## src/spma_pkg.sv

```systemverilog
// Shared types and constants for the sparse polynomial merge-add block.
package spma_pkg;

  localparam int unsigned MaxTerms = 16;
  // count holds 0..MaxTerms, index holds 0..MaxTerms-1
  localparam int unsigned CntW = $clog2(MaxTerms + 1);
  localparam int unsigned IdxW = (MaxTerms > 1) ? $clog2(MaxTerms) : 1;

  localparam int unsigned CoefW    = 16;
  localparam int unsigned ExpoW    = 8;
  localparam int unsigned SumCoefW = CoefW + 1;

  typedef struct packed {
    logic signed [CoefW-1:0] coef;
    logic        [ExpoW-1:0] expo;
  } term_t;

  // input word modes
  localparam logic [1:0] ModeAppendA = 2'd0;
  localparam logic [1:0] ModeAppendB = 2'd1;
  localparam logic [1:0] ModeAdd     = 2'd2;

  // output word kinds
  localparam logic [1:0] KindOk    = 2'd0;
  localparam logic [1:0] KindFull  = 2'd1;
  localparam logic [1:0] KindTerm  = 2'd2;
  localparam logic [1:0] KindEmpty = 2'd3;

endpackage

```

## src/sparse_polynomial_merge_add.sv

```systemverilog
// Top level: sparse polynomial term lists in two RAMs and a merging adder.
//
//  channel | direction | handshake               | payload
//  --------+-----------+-------------------------+-------------------------------------------
//  in      | input     | in_valid_i / in_ready_o  | mode_i, coefficient_i, exponent_i
//  out     | output    | out_valid_o / out_ready_i| kind_o, sum_coefficient_o, sum_exponent_o,
//          |           |                          | last_o
//
// Flow: an append is answered with a single word and an unused mode is swallowed with
// no answer; appends stream back to back while the output is taken. An add first reads
// both list RAMs synchronously, then gives one merged term per cycle unless the output
// stalls, paced by the one read port of each RAM. An add on two empty lists gives one Empty word.
// Reset: only counts, the merge state and the output valid are cleared; the RAMs need
// no clearing since only entries below a count are ever used.
// Stalls: a held output word freezes the merge; the read addresses are reissued so the
// RAM read data stays put. No new word is taken while a merge is in progress.
module sparse_polynomial_merge_add (
  input  logic                                  clk_i,
  input  logic                                  rst_ni,
  input  logic                                  in_valid_i,
  output logic                                  in_ready_o,
  input  logic [1:0]                            mode_i,
  input  logic signed [spma_pkg::CoefW-1:0]     coefficient_i,
  input  logic [spma_pkg::ExpoW-1:0]            exponent_i,
  output logic                                  out_valid_o,
  input  logic                                  out_ready_i,
  output logic [1:0]                            kind_o,
  output logic signed [spma_pkg::SumCoefW-1:0]  sum_coefficient_o,
  output logic [spma_pkg::ExpoW-1:0]            sum_exponent_o,
  output logic                                  last_o
);

  localparam int unsigned CntW     = spma_pkg::CntW;
  localparam int unsigned IdxW     = spma_pkg::IdxW;
  localparam int unsigned SumCoefW = spma_pkg::SumCoefW;

  // merge sequencer states
  localparam logic StIdle  = 1'b0;
  localparam logic StMerge = 1'b1;

  // term list RAMs, one synchronous read port each
  spma_pkg::term_t mem_a [spma_pkg::MaxTerms];
  spma_pkg::term_t mem_b [spma_pkg::MaxTerms];
  spma_pkg::term_t rd_a_q, rd_b_q;

  logic            state_q, state_d;
  logic [CntW-1:0] cnt_a_q, cnt_a_d, cnt_b_q, cnt_b_d;
  logic [CntW-1:0] i_q, i_d, j_q, j_d;   // merge read pointers

  logic                                 out_valid_q, out_valid_d;
  logic [1:0]                           kind_q, kind_d;
  logic signed [spma_pkg::SumCoefW-1:0] coef_q, coef_d;
  logic [spma_pkg::ExpoW-1:0]           expo_q, expo_d;
  logic                                 last_q, last_d;

  logic            slot_free, in_fire, we_a, we_b;
  logic            full_a, full_b, a_left, b_left, take_a, take_b;
  spma_pkg::term_t wr_term;

  assign slot_free  = !out_valid_q || out_ready_i;
  assign in_ready_o = (state_q == StIdle) && slot_free;
  assign in_fire    = in_valid_i && in_ready_o;

  assign full_a  = (cnt_a_q == CntW'(spma_pkg::MaxTerms));
  assign full_b  = (cnt_b_q == CntW'(spma_pkg::MaxTerms));
  assign a_left  = (i_q < cnt_a_q);
  assign b_left  = (j_q < cnt_b_q);
  assign wr_term = '{coef: coefficient_i, expo: exponent_i};

  always_comb begin
    state_d     = state_q;
    cnt_a_d     = cnt_a_q;
    cnt_b_d     = cnt_b_q;
    i_d         = i_q;
    j_d         = j_q;
    out_valid_d = out_valid_q && !out_ready_i;
    kind_d      = kind_q;
    coef_d      = coef_q;
    expo_d      = expo_q;
    last_d      = last_q;
    we_a        = 1'b0;
    we_b        = 1'b0;
    take_a      = 1'b0;
    take_b      = 1'b0;

    case (state_q)
      StIdle: begin
        if (in_fire) begin
          case (mode_i)
            spma_pkg::ModeAppendA: begin
              out_valid_d = 1'b1;
              kind_d      = full_a ? spma_pkg::KindFull : spma_pkg::KindOk;
              coef_d      = '0;
              expo_d      = '0;
              last_d      = 1'b1;
              we_a        = !full_a;
              if (!full_a) begin
                cnt_a_d = cnt_a_q + CntW'(1);
              end
            end
            spma_pkg::ModeAppendB: begin
              out_valid_d = 1'b1;
              kind_d      = full_b ? spma_pkg::KindFull : spma_pkg::KindOk;
              coef_d      = '0;
              expo_d      = '0;
              last_d      = 1'b1;
              we_b        = !full_b;
              if (!full_b) begin
                cnt_b_d = cnt_b_q + CntW'(1);
              end
            end
            spma_pkg::ModeAdd: begin
              i_d = '0;
              j_d = '0;
              if (cnt_a_q == '0 && cnt_b_q == '0) begin
                out_valid_d = 1'b1;
                kind_d      = spma_pkg::KindEmpty;
                coef_d      = '0;
                expo_d      = '0;
                last_d      = 1'b1;
              end else begin
                state_d = StMerge;
              end
            end
            default: ;  // unused mode: swallowed, no answer
          endcase
        end
      end
      StMerge: begin
        // RAM read data belongs to (i_q, j_q) here
        if (slot_free) begin
          if (a_left && b_left) begin
            take_a = (rd_a_q.expo >= rd_b_q.expo);
            take_b = (rd_b_q.expo >= rd_a_q.expo);
          end else begin
            take_a = a_left;
            take_b = !a_left;
          end
          coef_d = (take_a ? SumCoefW'(rd_a_q.coef) : '0)
                 + (take_b ? SumCoefW'(rd_b_q.coef) : '0);
          expo_d = take_a ? rd_a_q.expo : rd_b_q.expo;
          i_d    = take_a ? i_q + CntW'(1) : i_q;
          j_d    = take_b ? j_q + CntW'(1) : j_q;
          out_valid_d = 1'b1;
          kind_d      = spma_pkg::KindTerm;
          last_d      = (i_d >= cnt_a_q) && (j_d >= cnt_b_q);
          if (last_d) begin
            state_d = StIdle;
          end
        end
      end
      default: state_d = StIdle;
    endcase
  end

  // RAMs: write on append, read the next pointers every cycle
  always_ff @(posedge clk_i) begin
    if (we_a) begin
      mem_a[cnt_a_q[IdxW-1:0]] <= wr_term;
    end
    if (we_b) begin
      mem_b[cnt_b_q[IdxW-1:0]] <= wr_term;
    end
    rd_a_q <= mem_a[i_d[IdxW-1:0]];
    rd_b_q <= mem_b[j_d[IdxW-1:0]];
  end

  always_ff @(posedge clk_i or negedge rst_ni) begin
    if (!rst_ni) begin
      state_q     <= StIdle;
      cnt_a_q     <= '0;
      cnt_b_q     <= '0;
      i_q         <= '0;
      j_q         <= '0;
      out_valid_q <= 1'b0;
    end else begin
      state_q     <= state_d;
      cnt_a_q     <= cnt_a_d;
      cnt_b_q     <= cnt_b_d;
      i_q         <= i_d;
      j_q         <= j_d;
      out_valid_q <= out_valid_d;
    end
  end

  always_ff @(posedge clk_i) begin
    kind_q <= kind_d;
    coef_q <= coef_d;
    expo_q <= expo_d;
    last_q <= last_d;
  end

  assign out_valid_o       = out_valid_q;
  assign kind_o            = kind_q;
  assign sum_coefficient_o = coef_q;
  assign sum_exponent_o    = expo_q;
  assign last_o            = last_q;

endmodule

```

## config.mk

```make
export PLATFORM = sky130hd
export DESIGN_NAME = sparse_polynomial_merge_add
export DESIGN_NICKNAME = d
export VERILOG_FILES = /design/src/spma_pkg.sv /design/src/sparse_polynomial_merge_add.sv
export SDC_FILE = /design/constraint.sdc
export NUM_CORES = 1
export LEC_CHECK = 0
export BUFFER_PORTS_ARGS = -buffer_cell sky130_fd_sc_hd__buf_4
export CAP_MARGIN = 20
export CORE_MARGIN = 3
export CORE_UTILIZATION = 60
export DETAILED_ROUTE_END_ITERATION = 16
export PLACE_DENSITY_LB_ADDON = 0.3
export SYNTH_ARGS = -nofsm -noshare
export SYNTH_HDL_FRONTEND = slang
export SYNTH_SLANG_ARGS = --single-unit
```

## constraint.sdc

```tcl
create_clock -name clk_i -period 7.5 [get_ports clk_i]
set_clock_uncertainty 0.2 [all_clocks]
set_input_delay 1.125 -clock clk_i [delete_from_list [all_inputs] [get_ports clk_i]]
set_output_delay 1.125 -clock clk_i [all_outputs]
set_load 0.1 [all_outputs]
```

==> qor.csv <==
stage,metric,value,unit
route,routed vias/inst,6.223,
sta,post-route fraction of the period consumed by the critical path,0.7139,
cells_and_area,share of cells above drive strength 1,0.1265,
setup_path,Crit Path Category,reg -> reg,
clock_network,root buffer cell,sky130_fd_sc_hd__clkbuf_16,
die,core outline area,57920,um2
synthesis,commonest register cell after synthesis,sky130_fd_sc_hd__edfxtp_1,
sta,final setup fails,0,
clock_network,clock transition at the register clock pins on the worst setup and hold paths after CTS,60,ps
synthesis,area fraction in compound gates after synthesis,0.05989,
synthesis,"post-synthesis share of cell area spent on full adders, half adders and majority gates",0.02045,
power,power per cell area,477.8,nW/um2
route,DRC,0,
route,Initial DRC Count,2265,
clock_network,post-cts hold buffer count,0,
power,worst vdd ir,0.0007507,V
placed_design,HPWL Detailed,43590,um
cells_and_area,fin nets,2566,
sta,RSZ-0062 raised after global routing,no,
synthesis,main combinational cell family by area after synthesis,simple AND/OR/NAND/NOR gates,
cells_and_area,layout-stage area growth over the synthesis result,11.30,%
synthesis,cell area after synthesis,35240,um2
route,vias,20610,
run_status,run status,completed,
cells_and_area,Finished Cell Area,39220,um2
synthesis,post-synthesis async set-or-reset flop share,0.02540,
job,max-cap violation count,0,
synthesis,Area contributors post-synth,"sky130_fd_sc_hd__edfxtp_1 68%, sky130_fd_sc_hd__nand2_1 5.2%, sky130_fd_sc_hd__mux2i_1 4.3%",
setup_path,worst path arrival time,5620,ps
synthesis,share of the yosys chip area belonging to registers,0.7211,
synthesis,cell accounting for the most synthesized area,sky130_fd_sc_hd__edfxtp_1,
synthesis,synthesized instance count,2416,
setup_path,data required time at the worst endpoint,7770,ps
setup_path,critical path startpoint category,register,
clock_network,maximum clock path buffer count,3,
synthesis,portion of synthesized cell area occupied by the leading cell type,0.6782,
die,initial core utilization,0.6085,
clock_network,total clock sinks,866,
clock_network,post-CTS setup-driven buffer insertion count,0,
cells_and_area,filler-free cell count of the finished design,3311,
synthesis,number of synthesized register bits,866,
synthesis,synthesized-area fraction occupied by xor and xnor cells,0.007456,
die,IO Pins,60,
die,row count,88,
synthesis,post-synthesis cell type count,58,
grt,global route total overflow,0,
power,leakage power figure,0.01433,uW
sta,minimum period implied by the final worst setup slack,5354,ps
route,post-detailed-route wirelength per cell,24.20,um
placed_design,setup slack at placement,2231,ps
synthesis,mux cell area share after synthesis,0.06813,
placed_design,placer's final routability congestion estimate,0.9012,
synthesis,mean instance size in the synthesized netlist,14.59,um2
clock_network,depth of the CTS H-tree,3,
grt,largest net degree at the start of global routing,170,
route,Post-DRT Antenna Nets,0,
cells_and_area,"most common cell after layout, fill and taps aside",sky130_fd_sc_hd__edfxtp_1,
placed_design,buffers added on ports,59,
sta,setup_tns,0,ps
clock_network,worst-skew pair later-pin latency,620,ps
grt,vias in the first global route,19820,
clock_network,# resized after CTS,0,
cells_and_area,filler cell count,3822,
clock_network,TritonCTS clock tree,built,
route,Total Wirelength,80120,um
die,die extent in y,248.4,um
setup_path,sort of element at the end of the critical path,register,
route,number of detailed-routing iterations run before antenna repair,7,
min_path,Hold Crit Class,in -> async,
synthesis,number of enable-type register cells in the synthesized netlist,796,
die,die width,248.4,um
sta,post-route setup slack,2146,ps
synthesis,nets in the synthesized netlist,2503,
placed_design,Placement Cell Area,36500,um2
cells_and_area,most frequent cells in the layout,"796 x sky130_fd_sc_hd__edfxtp_1, 485 x sky130_fd_sc_hd__nand2_1, 151 x sky130_fd_sc_hd__mux2i_1",
placed_design,Cell Count Post-Placement,3158,
sta,slew at the pin with the worst max-slew slack,1091,ps
sta,highest clock frequency the design can meet,0.1868,GHz
sta,pins over their slew limit,0,
grt,overall routing resource usage,0.2625,
synthesis,warning count from the yosys run,0,
sta,hold violation count in the final report,0,
sta,Slew headroom,0.2727,
grt,first-pass GRT wire length,119500,um
setup_path,peak fanout along the critical path,23,
die,full die area,61680,um2
synthesis,"area fraction in and, or, nand and nor cells after synthesis",0.09927,
clock_network,number of clock buffers inserted by TritonCTS,82,
grt,number of antenna violations at the first check in global routing,0,
power breakdown:
group          internal, uW  total (uW)  leakage, uW  switching, uW
Combinational          3280        8800      0.00518           5530
Sequential             5640        5830      0.00783            193
Clock                  2400        4110      0.00131           1710
Total                 11300       18700       0.0143           7430
state kept, by name, summed over array words and instances (netlist names):
signal / count
state_q: 1
sum_exponent_o: 8
mem_a: 384
cnt_b_q: 5
rd_b_q: 24
cnt_a_q: 5
mem_b: 384
last_o: 1
j_q: 5
rd_a_q: 24
sum_coefficient_o: 17
out_valid_o: 1
i_q: 5
kind_o: 2
cell families (layout without fill, tap and decap cells):
family,after synthesis,count (layout)
AO/OA/AOI/OAI,286,286
XOR/XNOR,30,30
adder cells (fa/ha/maj),57,57
buffers and inverters,166,295
flip-flops,866,866
multiplexers,230,230
other,0,1
AND/OR/NAND/NOR,781,781
layer usage:
layer,up-vias,share of wire,global-route usage
met4,0,0.032,0.09642
met5,-,0,0
met1,10250,0.41,0.3736
li1,9195,-,-
met3,157,0.094,0.04543
met2,1005,0.47,0.4130
area by class of cell:
class	count	area, um2	share of cell area
Multi-Input combinational cell	1384	9141	0.2331
Timing Repair Buffer	111	890.9	0.02271
Tap cell	765	957.2	0.02440
Clock buffer	112	2266	0.05777
Clock inverter	38	421.7	0.01075
Antenna cell	1	2.502	0.00006380
Sequential cell	866	25410	0.6479
Inverter	34	130.1	0.003317
synth_stat cells, drive strengths merged (27+ instances only):
master	number
mux2	79
and2	36
a31oi	102
and3	149
clkbuf	66
inv	34
nor2	61
a221o	48
ha	56
edfxtp	796
dfxtp	48
a211oi	27
nand2	486
mux2i	151
buf	66
path summary, 6_finish.rpt:
check / slack [ps] / depth (start not counted) / endpoint / start
min in group clk_i: 370 / 2 / j_q[4] / j_q[4]
min reg2reg: 370 / 2 / j_q[4] / j_q[4]
max reg2reg: 2150 / 19 / sum_coefficient_o[16] / cnt_a_q[2]
max in group asynchronous: 6650 / 1 / cnt_a_q[0] / rst_ni
min: 200 / 1 / out_valid_o / rst_ni
max: 2150 / 19 / sum_coefficient_o[16] / cnt_a_q[2]
metrics by stage:
stage	hold slack (ps)	total power (uW)	util
6_report	195.3	18740	0.6773
5_1_grt	205.8	19710	0.6772
4_1_cts	174.7	18690	0.6766
3_5_place_dp	355.2	14560	0.6302
3_3_place_gp	340.5	14340	0.6302
2_1_floorplan	312.4	12490	-
critical path, stage by stage (launching register included):
cell	delay, ps
sky130_fd_sc_hd__dfrtp_1	550
sky130_fd_sc_hd__inv_1	140
sky130_fd_sc_hd__ha_1	340
sky130_fd_sc_hd__a21o_1	170
sky130_fd_sc_hd__a31oi_2	230
sky130_fd_sc_hd__o21a_1	210
sky130_fd_sc_hd__nand2_1	410
sky130_fd_sc_hd__and2_1	350
sky130_fd_sc_hd__ha_1	230
sky130_fd_sc_hd__fa_1	450
sky130_fd_sc_hd__a21o_1	200
sky130_fd_sc_hd__a21o_1	180
sky130_fd_sc_hd__nand2_1	100
sky130_fd_sc_hd__a211oi_1	100
sky130_fd_sc_hd__a211o_1	310
sky130_fd_sc_hd__a21o_1	220
sky130_fd_sc_hd__a21oi_1	300
sky130_fd_sc_hd__o211ai_1	130
sky130_fd_sc_hd__mux2_2	280
sky130_fd_sc_hd__nor2_1	90
(Power assumes the default switching activity.)
